--- config.mk ---
export PLATFORM = sky130hd
export DESIGN_NAME = gyro_bias_estimator
export DESIGN_NICKNAME = d
export VERILOG_FILES = /design/src/rtl/core/gbe_pkg.sv /design/src/rtl/core/gyro_bias_estimator.sv /design/src/rtl/core/gbe_mul.sv /design/src/rtl/core/gbe_pct.sv
export SDC_FILE = /design/constraint.sdc
export NUM_CORES = 2
export LEC_CHECK = 0
export BUFFER_PORTS_ARGS = -buffer_cell sky130_fd_sc_hd__buf_2
export CAP_MARGIN = 20
export CORE_MARGIN = 4
export CORE_UTILIZATION = 60
export CTS_CLUSTER_SIZE = 40
export DETAILED_ROUTE_END_ITERATION = 6
export GPL_ROUTABILITY_DRIVEN = 1
export PLACE_DENSITY = 0.78
export SYNTH_ARGS = -nofsm -noshare
export SYNTH_HDL_FRONTEND = slang
export SYNTH_SLANG_ARGS = --single-unit
--- constraint.sdc ---
create_clock -name clock -period 13.2 [get_ports clock]
set_clock_uncertainty 0.1 [all_clocks]
set_input_delay 0 -clock clock [delete_from_list [all_inputs] [get_ports clock]]
set_output_delay 0 -clock clock [all_outputs]
set_load 0.05 [all_outputs]
--- src/rtl/core/gbe_pkg.sv ---
package gbe_pkg;

   localparam int RATE_W     = 32;
   localparam int OFS_W      = 48;
   localparam int GAIN_W     = 24;
   localparam int PROD_W     = RATE_W + GAIN_W;
   localparam int THR_W      = 31;
   localparam int SAMP_W     = 24;
   localparam int PCT_W      = 7;
   localparam int OP_W       = 3;
   localparam int STATUS_W   = 3;
   localparam int CODE_W     = 2;
   localparam int CSR_IDX_W  = 3;
   localparam int CSR_DATA_W = 32;
   localparam int RSP_DATA_W = 208;
   localparam int AXES       = 3;

   localparam int TIMER_BITS_DEF     = 24;
   localparam int GAIN_FRAC_BITS_DEF = 24;

   localparam logic [PCT_W-1:0] PCT_FULL = 7'd100;

   // Opcodes
   localparam logic [OP_W-1:0] OP_SAMPLE   = 3'd0;
   localparam logic [OP_W-1:0] OP_START    = 3'd1;
   localparam logic [OP_W-1:0] OP_COMPLETE = 3'd2;
   localparam logic [OP_W-1:0] OP_ABORT    = 3'd3;
   localparam logic [OP_W-1:0] OP_LOAD     = 3'd4;

   // Calibration status
   localparam logic [STATUS_W-1:0] STATUS_IDLE  = 3'd0;
   localparam logic [STATUS_W-1:0] STATUS_RUN   = 3'd1;
   localparam logic [STATUS_W-1:0] STATUS_DONE  = 3'd2;
   localparam logic [STATUS_W-1:0] STATUS_FAIL  = 3'd3;
   localparam logic [STATUS_W-1:0] STATUS_ABORT = 3'd4;

   // Result codes
   localparam logic [CODE_W-1:0] CODE_OK       = 2'd0;
   localparam logic [CODE_W-1:0] CODE_MOVING   = 2'd1;
   localparam logic [CODE_W-1:0] CODE_NOT_RUN  = 2'd2;

   // Register indexes
   localparam logic [CSR_IDX_W-1:0] REG_THRESHOLD  = 3'd0;
   localparam logic [CSR_IDX_W-1:0] REG_CALIB      = 3'd1;
   localparam logic [CSR_IDX_W-1:0] REG_HOLDOFF    = 3'd2;
   localparam logic [CSR_IDX_W-1:0] REG_CONTINUOUS = 3'd3;
   localparam logic [CSR_IDX_W-1:0] REG_GAIN       = 3'd4;

   localparam logic [THR_W-1:0]  THRESHOLD_RST = 31'd196608;
   localparam logic [SAMP_W-1:0] CALIB_RST     = 24'd1500;
   localparam logic [SAMP_W-1:0] HOLDOFF_RST   = 24'd300;
   localparam logic [GAIN_W-1:0] GAIN_RST      = 24'd21082;

   typedef enum logic [3:0] {
      ST_IDLE,
      ST_CORR,
      ST_EVAL,
      ST_MSTART,
      ST_MWAIT,
      ST_ADD,
      ST_PSTART,
      ST_PWAIT,
      ST_OUT
   } state_type;

   typedef struct packed {
      logic start;
   } unit_ctl_type;

endpackage

--- src/rtl/core/gyro_bias_estimator.sv ---
// Gyro bias estimator. Each req transaction carries an opcode in req_tuser and
// three Q16.16 rates in req_tdata: a sample, or a start / complete / abort
// command, or an offset to load. Samples are corrected by the stored Q16.32
// offset; a stationary sample advances the calibration timer during a run
// and, during a run or in continuous mode after the holdoff, moves the
// offset by gain times the corrected rate. Every transaction yields exactly
// one rsp transaction with the corrected rates, the offset, the result code,
// the calibration status, the percentage done and the completion flag. The
// block works on one transaction at a time and drops req_tready while busy.
// Each offset update runs a shift-add multiplier per axis, and the percentage
// is found by a repeated add that gains one percent per cycle. A finished
// result waits in the output register, so the next transaction may be
// accepted before it is taken.
// Configuration writes through csr_ are always accepted; write only while idle.
module gyro_bias_estimator #(
   parameter int TIMER_BITS     = gbe_pkg::TIMER_BITS_DEF,
   parameter int GAIN_FRAC_BITS = gbe_pkg::GAIN_FRAC_BITS_DEF
) (
   input  logic                                clock,
   input  logic                                reset,
   // csr write channel
   input  logic                                csr_valid,
   output logic                                csr_ready,
   input  logic [gbe_pkg::CSR_IDX_W-1:0]       csr_index,
   input  logic [gbe_pkg::CSR_DATA_W-1:0]      csr_data,
   // request stream
   input  logic                                req_tvalid,
   output logic                                req_tready,
   input  logic [95:0]                         req_tdata,  // rate_x, rate_y, rate_z
   input  logic [gbe_pkg::OP_W-1:0]            req_tuser,  // op
   // response stream
   output logic                                rsp_tvalid,
   input  logic                                rsp_tready,
   // corrected_x, corrected_y, corrected_z, bias_x, bias_y, bias_z,
   // result_code, calib_status, percent_done, done_flag, zero fill
   output logic [gbe_pkg::RSP_DATA_W-1:0]      rsp_tdata
);
   import gbe_pkg::*;

   localparam int CW = (TIMER_BITS > SAMP_W) ? TIMER_BITS : SAMP_W;
   localparam int SH = GAIN_FRAC_BITS - 16;

   state_type state_ff, state_in;

   // configuration
   logic [THR_W-1:0]  thr_ff, thr_in;
   logic [SAMP_W-1:0] calib_ff, calib_in;
   logic [SAMP_W-1:0] holdoff_ff, holdoff_in;
   logic              cont_ff, cont_in;
   logic [GAIN_W-1:0] gain_ff, gain_in;

   // item and estimator state
   logic [OP_W-1:0]          op_ff, op_in;
   logic signed [RATE_W-1:0] rate_ff [AXES];
   logic signed [RATE_W-1:0] rate_in [AXES];
   logic signed [RATE_W-1:0] corr_ff [AXES];
   logic signed [RATE_W-1:0] corr_in [AXES];
   logic signed [OFS_W-1:0]  ofs_ff  [AXES];
   logic signed [OFS_W-1:0]  ofs_in  [AXES];
   logic [1:0]               axis_ff, axis_in;
   logic                     moving_ff, moving_in;
   logic [CODE_W-1:0]        code_ff, code_in;
   logic [STATUS_W-1:0]      status_ff, status_in;
   logic                     pend_ff, pend_in;
   logic [TIMER_BITS-1:0]    dur_ff, dur_in;
   logic [TIMER_BITS-1:0]    hold_ff, hold_in;

   logic                     rsp_valid_ff, rsp_valid_in;
   logic [RSP_DATA_W-1:0]    rsp_data_ff, rsp_data_in;

   // sequencer outputs
   unit_ctl_type mul_ctl, pct_ctl;
   logic         accept, out_free, out_load;

   // shared units
   logic                     mul_done, pct_done;
   logic signed [PROD_W-1:0] mul_prod;
   logic [PCT_W-1:0]         pct_value;

   // datapath temporaries
   logic signed [RATE_W-1:0] ofs_hi;
   logic signed [RATE_W:0]   diff;
   logic signed [RATE_W-1:0] corr_sat;
   logic [RATE_W:0]          corr_mag;
   logic [TIMER_BITS-1:0]    dur_tick, hold_tick;
   logic                     act;
   logic signed [PROD_W-1:0] inc;
   logic signed [OFS_W:0]    ofs_sum;
   logic signed [PROD_W:0]   ofs_wide;

   assign csr_ready = 1'b1;
   assign out_free  = !rsp_valid_ff || rsp_tready;
   assign accept    = req_tvalid && req_tready;

   gbe_mul u_mul (
      .clock    (clock),
      .reset    (reset),
      .ctl      (mul_ctl),
      .mul_a    (corr_ff[axis_ff]),
      .mul_b    (gain_ff),
      .mul_done (mul_done),
      .mul_prod (mul_prod)
   );

   gbe_pct #(.TIMER_BITS(TIMER_BITS)) u_pct (
      .clock     (clock),
      .reset     (reset),
      .ctl       (pct_ctl),
      .pct_count (dur_ff),
      .pct_limit (calib_ff),
      .pct_done  (pct_done),
      .pct_value (pct_value)
   );

   // Next state
   always_comb begin
      state_in = state_ff;
      unique case (state_ff)
         ST_IDLE: begin
            if (req_tvalid) begin
               state_in = (req_tuser == OP_SAMPLE) ? ST_CORR : ST_EVAL;
            end
         end
         ST_CORR: begin
            if (axis_ff == 2'd2) begin
               state_in = ST_EVAL;
            end
         end
         ST_EVAL:   state_in = act ? ST_MSTART : ST_PSTART;
         ST_MSTART: state_in = ST_MWAIT;
         ST_MWAIT: begin
            if (mul_done) begin
               state_in = ST_ADD;
            end
         end
         ST_ADD:    state_in = (axis_ff == 2'd2) ? ST_PSTART : ST_MSTART;
         ST_PSTART: state_in = ST_PWAIT;
         ST_PWAIT: begin
            if (pct_done) begin
               state_in = ST_OUT;
            end
         end
         ST_OUT: begin
            if (out_free) begin
               state_in = ST_IDLE;
            end
         end
         default:   state_in = ST_IDLE;
      endcase
   end

   // Sequencer outputs
   always_comb begin
      req_tready    = (state_ff == ST_IDLE);
      mul_ctl.start = (state_ff == ST_MSTART);
      pct_ctl.start = (state_ff == ST_PSTART);
      out_load      = (state_ff == ST_OUT) && out_free;
   end

   // Datapath
   always_comb begin
      // correction of the current axis, saturated to 32 bits
      ofs_hi = ofs_ff[axis_ff][OFS_W-1:16];
      diff   = (RATE_W + 1)'(rate_ff[axis_ff]) - (RATE_W + 1)'(ofs_hi);
      if (diff[RATE_W] != diff[RATE_W-1]) begin
         corr_sat = diff[RATE_W] ? {1'b1, {(RATE_W-1){1'b0}}} : {1'b0, {(RATE_W-1){1'b1}}};
      end else begin
         corr_sat = diff[RATE_W-1:0];
      end
      corr_mag = corr_sat[RATE_W-1] ? (RATE_W + 1)'(0) - (RATE_W + 1)'(corr_sat)
                                    : (RATE_W + 1)'(corr_sat);

      // saturating timers
      dur_tick  = (&dur_ff)  ? dur_ff  : dur_ff + 1'b1;
      hold_tick = (&hold_ff) ? hold_ff : hold_ff + 1'b1;

      // offset update: truncate the product, saturate the sum
      inc      = mul_prod >>> SH;
      ofs_wide = (PROD_W + 1)'(ofs_ff[axis_ff]) + (PROD_W + 1)'(inc);
      if (ofs_wide[PROD_W:OFS_W-1] != {(PROD_W - OFS_W + 2){ofs_wide[PROD_W]}}) begin
         ofs_sum = ofs_wide[PROD_W] ? (OFS_W + 1)'({1'b1, {(OFS_W-1){1'b0}}})
                                    : (OFS_W + 1)'({1'b0, {(OFS_W-1){1'b1}}});
      end else begin
         ofs_sum = ofs_wide[OFS_W:0];
      end

      thr_in     = thr_ff;
      calib_in   = calib_ff;
      holdoff_in = holdoff_ff;
      cont_in    = cont_ff;
      gain_in    = gain_ff;
      op_in      = op_ff;
      rate_in    = rate_ff;
      corr_in    = corr_ff;
      ofs_in     = ofs_ff;
      axis_in    = axis_ff;
      moving_in  = moving_ff;
      code_in    = code_ff;
      status_in  = status_ff;
      pend_in    = pend_ff;
      dur_in     = dur_ff;
      hold_in    = hold_ff;
      act        = 1'b0;

      rsp_valid_in = rsp_valid_ff;
      rsp_data_in  = rsp_data_ff;
      if (rsp_valid_ff && rsp_tready) begin
         rsp_valid_in = 1'b0;
      end

      // register writes; only the register's width is kept
      if (csr_valid) begin
         unique case (csr_index)
            REG_THRESHOLD:  thr_in     = csr_data[THR_W-1:0];
            REG_CALIB:      calib_in   = csr_data[SAMP_W-1:0];
            REG_HOLDOFF:    holdoff_in = csr_data[SAMP_W-1:0];
            REG_CONTINUOUS: cont_in    = csr_data[0];
            REG_GAIN:       gain_in    = csr_data[GAIN_W-1:0];
            default:        ;
         endcase
      end

      unique case (state_ff)
         ST_IDLE: begin
            if (accept) begin
               op_in      = req_tuser;
               rate_in[0] = req_tdata[31:0];
               rate_in[1] = req_tdata[63:32];
               rate_in[2] = req_tdata[95:64];
               for (int i = 0; i < AXES; i++) begin
                  corr_in[i] = '0;
               end
               axis_in   = '0;
               moving_in = 1'b0;
               code_in   = CODE_OK;
            end
         end
         ST_CORR: begin
            corr_in[axis_ff] = corr_sat;
            if (corr_mag > (RATE_W + 1)'(thr_ff)) begin
               moving_in = 1'b1;
            end
            axis_in = (axis_ff == 2'd2) ? 2'd0 : axis_ff + 1'b1;
         end
         ST_EVAL: begin
            unique case (op_ff)
               OP_SAMPLE: begin
                  if (moving_ff) begin
                     hold_in = '0;
                     if (status_ff == STATUS_RUN) begin
                        status_in = STATUS_FAIL;
                        code_in   = CODE_MOVING;
                     end
                  end else begin
                     if (status_ff == STATUS_RUN) begin
                        dur_in = dur_tick;
                        if (CW'(dur_tick) >= CW'(calib_ff)) begin
                           status_in = STATUS_DONE;
                           pend_in   = 1'b1;
                        end else begin
                           act = 1'b1;
                        end
                     end
                     if (cont_ff) begin
                        if (CW'(hold_ff) < CW'(holdoff_ff)) begin
                           hold_in = hold_tick;
                        end else begin
                           act = 1'b1;
                        end
                     end
                  end
               end
               OP_START: begin
                  status_in = STATUS_RUN;
                  pend_in   = 1'b0;
                  dur_in    = '0;
               end
               OP_COMPLETE, OP_ABORT: begin
                  if (status_ff != STATUS_RUN) begin
                     code_in = CODE_NOT_RUN;
                  end else if (op_ff == OP_COMPLETE) begin
                     status_in = STATUS_DONE;
                     pend_in   = 1'b1;
                  end else begin
                     status_in = STATUS_ABORT;
                  end
               end
               OP_LOAD: begin
                  for (int i = 0; i < AXES; i++) begin
                     ofs_in[i] = {rate_ff[i], 16'h0000};
                  end
               end
               default: ;
            endcase
            axis_in = '0;
         end
         ST_ADD: begin
            ofs_in[axis_ff] = ofs_sum[OFS_W-1:0];
            axis_in = (axis_ff == 2'd2) ? 2'd0 : axis_ff + 1'b1;
         end
         ST_OUT: begin
            if (out_load) begin
               rsp_valid_in = 1'b1;
               rsp_data_in  = {3'b000, pend_ff, pct_value, status_ff, code_ff,
                               ofs_ff[2][OFS_W-1:16], ofs_ff[1][OFS_W-1:16],
                               ofs_ff[0][OFS_W-1:16],
                               corr_ff[2], corr_ff[1], corr_ff[0]};
               pend_in = 1'b0;
            end
         end
         default: ;
      endcase
   end

   always_ff @(posedge clock) begin
      if (reset) begin
         state_ff     <= ST_IDLE;
         thr_ff       <= THRESHOLD_RST;
         calib_ff     <= CALIB_RST;
         holdoff_ff   <= HOLDOFF_RST;
         cont_ff      <= 1'b1;
         gain_ff      <= GAIN_RST;
         status_ff    <= STATUS_IDLE;
         pend_ff      <= 1'b0;
         dur_ff       <= '0;
         hold_ff      <= '0;
         rsp_valid_ff <= 1'b0;
         for (int i = 0; i < AXES; i++) begin
            ofs_ff[i] <= '0;
         end
      end else begin
         state_ff     <= state_in;
         thr_ff       <= thr_in;
         calib_ff     <= calib_in;
         holdoff_ff   <= holdoff_in;
         cont_ff      <= cont_in;
         gain_ff      <= gain_in;
         status_ff    <= status_in;
         pend_ff      <= pend_in;
         dur_ff       <= dur_in;
         hold_ff      <= hold_in;
         rsp_valid_ff <= rsp_valid_in;
         ofs_ff       <= ofs_in;
      end
      op_ff       <= op_in;
      rate_ff     <= rate_in;
      corr_ff     <= corr_in;
      axis_ff     <= axis_in;
      moving_ff   <= moving_in;
      code_ff     <= code_in;
      rsp_data_ff <= rsp_data_in;
   end

   assign rsp_tvalid = rsp_valid_ff;
   assign rsp_tdata  = rsp_data_ff;
endmodule

--- src/rtl/core/gbe_mul.sv ---
module gbe_mul (
   input  logic                               clock,
   input  logic                               reset,
   input  gbe_pkg::unit_ctl_type              ctl,
   input  logic signed [gbe_pkg::RATE_W-1:0]  mul_a,
   input  logic        [gbe_pkg::GAIN_W-1:0]  mul_b,
   output logic                               mul_done,
   output logic signed [gbe_pkg::PROD_W-1:0]  mul_prod
);
   import gbe_pkg::*;

   localparam int CNT_W = $clog2(GAIN_W);

   logic                     busy_ff, busy_in;
   logic                     done_ff, done_in;
   logic [CNT_W-1:0]         cnt_ff, cnt_in;
   logic signed [RATE_W-1:0] a_ff, a_in;
   logic [GAIN_W-1:0]        b_ff, b_in;
   logic signed [PROD_W-1:0] acc_ff, acc_in;
   logic signed [PROD_W-1:0] addend;

   // Shift-add, multiplier bits taken MSB first.
   always_comb begin
      addend  = b_ff[GAIN_W-1] ? PROD_W'(a_ff) : '0;
      busy_in = busy_ff;
      done_in = 1'b0;
      cnt_in  = cnt_ff;
      a_in    = a_ff;
      b_in    = b_ff;
      acc_in  = acc_ff;
      if (ctl.start) begin
         busy_in = 1'b1;
         cnt_in  = CNT_W'(GAIN_W - 1);
         a_in    = mul_a;
         b_in    = mul_b;
         acc_in  = '0;
      end else if (busy_ff) begin
         acc_in = (acc_ff <<< 1) + addend;
         b_in   = b_ff << 1;
         cnt_in = cnt_ff - 1'b1;
         if (cnt_ff == '0) begin
            busy_in = 1'b0;
            done_in = 1'b1;
         end
      end
   end

   always_ff @(posedge clock) begin
      if (reset) begin
         busy_ff <= 1'b0;
         done_ff <= 1'b0;
      end else begin
         busy_ff <= busy_in;
         done_ff <= done_in;
      end
      cnt_ff <= cnt_in;
      a_ff   <= a_in;
      b_ff   <= b_in;
      acc_ff <= acc_in;
   end

   assign mul_done = done_ff;
   assign mul_prod = acc_ff;
endmodule

--- src/rtl/core/gbe_pct.sv ---
module gbe_pct #(
   parameter int TIMER_BITS = gbe_pkg::TIMER_BITS_DEF
) (
   input  logic                          clock,
   input  logic                          reset,
   input  gbe_pkg::unit_ctl_type         ctl,
   input  logic [TIMER_BITS-1:0]         pct_count,
   input  logic [gbe_pkg::SAMP_W-1:0]    pct_limit,
   output logic                          pct_done,
   output logic [gbe_pkg::PCT_W-1:0]     pct_value
);
   import gbe_pkg::*;

   localparam int PW = (TIMER_BITS + 7 > 32) ? TIMER_BITS + 7 : 32;

   logic             busy_ff, busy_in;
   logic             done_ff, done_in;
   logic [PCT_W-1:0] q_ff, q_in;
   logic [PW-1:0]    acc_ff, acc_in;
   logic [PW-1:0]    target_ff, target_in;
   logic [PW-1:0]    cnt_ext;
   logic [PW:0]      sum;

   // Count up to 100 while (q + 1) * limit still fits under 100 * count.
   always_comb begin
      cnt_ext   = PW'(pct_count);
      sum       = {1'b0, acc_ff} + (PW + 1)'(pct_limit);
      busy_in   = busy_ff;
      done_in   = 1'b0;
      q_in      = q_ff;
      acc_in    = acc_ff;
      target_in = target_ff;
      if (ctl.start) begin
         busy_in   = 1'b1;
         q_in      = '0;
         acc_in    = '0;
         target_in = (cnt_ext << 6) + (cnt_ext << 5) + (cnt_ext << 2);
      end else if (busy_ff) begin
         if (q_ff == PCT_FULL || sum > {1'b0, target_ff}) begin
            busy_in = 1'b0;
            done_in = 1'b1;
         end else begin
            acc_in = sum[PW-1:0];
            q_in   = q_ff + 1'b1;
         end
      end
   end

   always_ff @(posedge clock) begin
      if (reset) begin
         busy_ff <= 1'b0;
         done_ff <= 1'b0;
      end else begin
         busy_ff <= busy_in;
         done_ff <= done_in;
      end
      q_ff      <= q_in;
      acc_ff    <= acc_in;
      target_ff <= target_in;
   end

   assign pct_done  = done_ff;
   assign pct_value = q_ff;
endmodule

==> results.toml <==
[logic_synthesis]
synth_area_sq_um = 49800
yosys.area.top_type = "edfxtp_1"
synth_top_area_share = 0.296
synth-async-reset-ratio = 0
syn_area_per_cell_sq_um = 9.52
synth_ff_type = "edfxtp_1"
yosysUniqueCellTypes = 93
syn_inst = 5230
yosys_warnings = 0
synth.yosys.seq_area_share = 0.460
ys_ff_latch = 900
ys_top_cells_by_area = "edfxtp_1 (30%), dfxtp_1 (16%), ha_1 (8.1%), nand2_1 (4.9%), mux2i_1 (4.1%)"
synth-edff-count = 491

[placement]
placed_cell_area_sq_um = 52300
hpwl_microns = 109000
portBuffers = 344
place_congestion = 0.997

[timing]
report.final.setup_viol = 0
timing.final.hold_violations = 0
drv_slew = 0
layout_min_cycle_time_ns = 10.94
slew_headroom = 0.191
fin_crit_sh = 0.828
tightest_slew_ns = 1.21
fmax_mhz = 91.4
rsz0062_at_grt = "no"
tns_ns = 0
timing.hold.ws_ns = 0.0276

[clock_network]
cts_sinks = 900
clockBufferDepth = 3
cts_made_buffers = 93
insertion_delay_ns = 0.69
path_clk_slew_ns = 0.07
cts_root_buf = "clkbuf_16"
cts_tree = "done"
cts.htree.levels = 3
cts_resized = 0

[drt]
vias = 43200
final_antenna_net_count = 0
drt-met1-wl_microns = 60600
drc = 1
wire_per_inst_microns = 23.1
finalWirelength_microns = 158000
first_pass_iters = 7
drtIter0Drc = 4704
route.met2.wl_microns = 74200
viasPerCell = 6.32
wl_met3_microns = 13100
top_layer_used = "met5"

[floorplanning]
ioPinCount = 350
dieArea_sq_um = 87700
die_w_microns = 296
rows = 105
fp.coreArea_sq_um = 82200
die_h_microns = 296
start_util = 0.606

[critical_path]
timing.critical_path.mode_cell = "a21oi_1"
required_ns = 13.52
path_class = "reg2reg"
crit_path_end_kind = "flop"
critPathLaunchType = "flop"
r2r-end = "moving_ff$_DFFE_PP_"
cp_slowest_cell = "edfxtp_1"
regToRegStartpoint = "axis_ff[1]$_SDFFCE_PP0P_"
crit_arrival_ns = 11.26
r2r_cells = 41
critPathLaunch = "axis_ff[1]$_SDFFCE_PP0P_"
reg2reg_slack_ns = 2.26
slowest_delay_ns = 0.92
crit_end = "moving_ff$_DFFE_PP_"
crit_fanout = 62

[final_layout]
regArea_sq_um = 22900
drive_gt1_frac = 0.108
fin_util = 0.705
num-nets-final = 6151
area_delta_synth_final_pct = 16.4
design_area_sq_um = 58000
num-fill-cells = 6117
multi_input_area_sq_um = 25000

[power]
ir_drop_mv = 0.395
power_density_nw_per_um2 = 252
power_leakage_nw = 23.7
swShare = 0.469
seqPwrFrac = 0.269
p_int_w = 0.00777
p_sw_w = 0.00685
clkPwrFrac = 0.187
comb_power_share = 0.544

[grt]
grt_max_degree = 142
grt_pass1_vias = 41600
grt_use_total = 0.351
grt-ovfl-total = 0
antenna_found_initial = 5
grt_pass1_wl_microns = 239000

[run_status]
outcome = "complete, but fails checks"
violations = "design-rule violations"

[job]
drv_cap = 0

[hold_path]
hp-class = "in2reg"
## per-layer routing
metal / track usage / vias to the layer above
met1: 0.447 / 20600
met3: 0.0535 / 545
met4: 0.198 / 4
met5: 0 / -
met2: 0.576 / 2185
li1: - / 19900
## cells in the mapped netlist (143+ instances only)
master      n
a211oi_1  165
inv_1     214
edfxtp_1  491
dfxtp_1   409
o21ai_0   279
mux2i_1   206
nor2_1    485
nand2_1   644
xnor2_1   143
clkbuf_1  256
a21o_1    146
a21oi_1   381
ha_1      322
## stage by stage
step	power (W)	cells	setup slack, ns
after CTS	0.0144	6829	2.44
after global placement	0.0115	6412	2.60
after floorplan	0.00920	5232	2.17
after global routing	0.0154	6834	1.45
final	0.0146	6834	2.26
after detailed placement	0.0116	6412	2.52
## what timing repair did
action / 4_1_cts / 5_1_grt
setup endpoints to repair: 0 / 0
hold buffers: 243 / 0
setup buffers: 0 / 0
endpoints found under the hold margin: 271 / 0
## how the worst min path moves through the flow
stage                                       end  depth (start not counted)     startpoint  slack [ns]
after CTS                 rate_ff[31]$_DFFE_PP_                          2  req_tdata[95]       0.005
after floorplan              op_ff[0]$_DFFE_PP_                          0   req_tuser[0]      -0.001
after detailed placement  rate_ff[34]$_DFFE_PP_                          1  req_tdata[34]        0.08
after global placement    rate_ff[76]$_DFFE_PP_                          1  req_tdata[12]        0.08
final                     rate_ff[31]$_DFFE_PP_                          2  req_tdata[95]        0.03
after global routing      rate_ff[31]$_DFFE_PP_                          2  req_tdata[95]        0.02
## power by group through the flow
stage	clock network [W]	logic (W)	registers (W)
after detailed placement	0	0.00761	0.00397
after CTS	0.00273	0.00774	0.00392
after global placement	0	0.00752	0.00395
after floorplan	0	0.00539	0.00381
final	0.00273	0.00795	0.00394
after global routing	0.00286	0.00858	0.00397
## cell families (layout without fill, tap and decap cells)
family                     count (synthesis)  after routing  synth area share
adders and majority gates                331            331            0.0839
and+or+nand+nor                         1639           1639             0.149
other                                      2              5          0.000151
xor gates and xnor gates                 234            234            0.0411
muxes                                    208            208            0.0418
buffers and inverters                    500           1031            0.0384
DFF                                      900            900             0.460
AOI/OAI and AO/OA                       1416           1416             0.185
## critical path: cells and delay by family (launching register included)
kind,cells,cell delay [ns]
xor+xnor,2,0.29
compound gates,20,4.26
buf+inv,3,1.00
fa+ha+maj,4,1.44
simple gates,12,2.58
flops,1,0.92
## sequential cells by signal, indices dropped and copies added (netlist names), 30 cells and up
register,count
rate_ff,96
u_pct.target_ff,30
u_mul.a_ff,32
rsp_tdata,205
u_mul.mul_prod,56
thr_ff,31
corr_ff,96
ofs_ff,144
u_pct.acc_ff,32
## final cells by class
| cell class | instances | area share |
|---|---|---|
| well taps | 1070 | 0.0231 |
| flip-flops and latches | 900 | 0.396 |
| multi-input cells | 3832 | 0.432 |
| repair buffers | 642 | 0.0806 |
| diodes | 1 | 0.0000432 |
| inverters | 215 | 0.0140 |
| clock inverters | 51 | 0.00896 |
| clock buffers | 123 | 0.0455 |
## layout by cell type (no fill, tap or decap), drive strengths merged, types with 20 or more instances in the layout
cell,count
nor4,20
buf,398
nor2b,45
a211o,24
and2,56
nand4,58
o31ai,31
a221oi,34
a21o,147
ha,322
and3,39
nand2,644
edfxtp,491
clkbuf,124
dlygate4sd3,243
nand2b,52
dfxtp,409
clkinv,30
nand3,79
o21a,63
o211ai,26
a22oi,20
mux2i,206
o21bai,27
xnor2,143
nand3b,21
nor3,55
a211oi,167
xor2,91
a31oi,38
o21ai,284
inv,221
a21oi,383
a22o,34
nor2,485
Power figures use the tool's default switching activity.
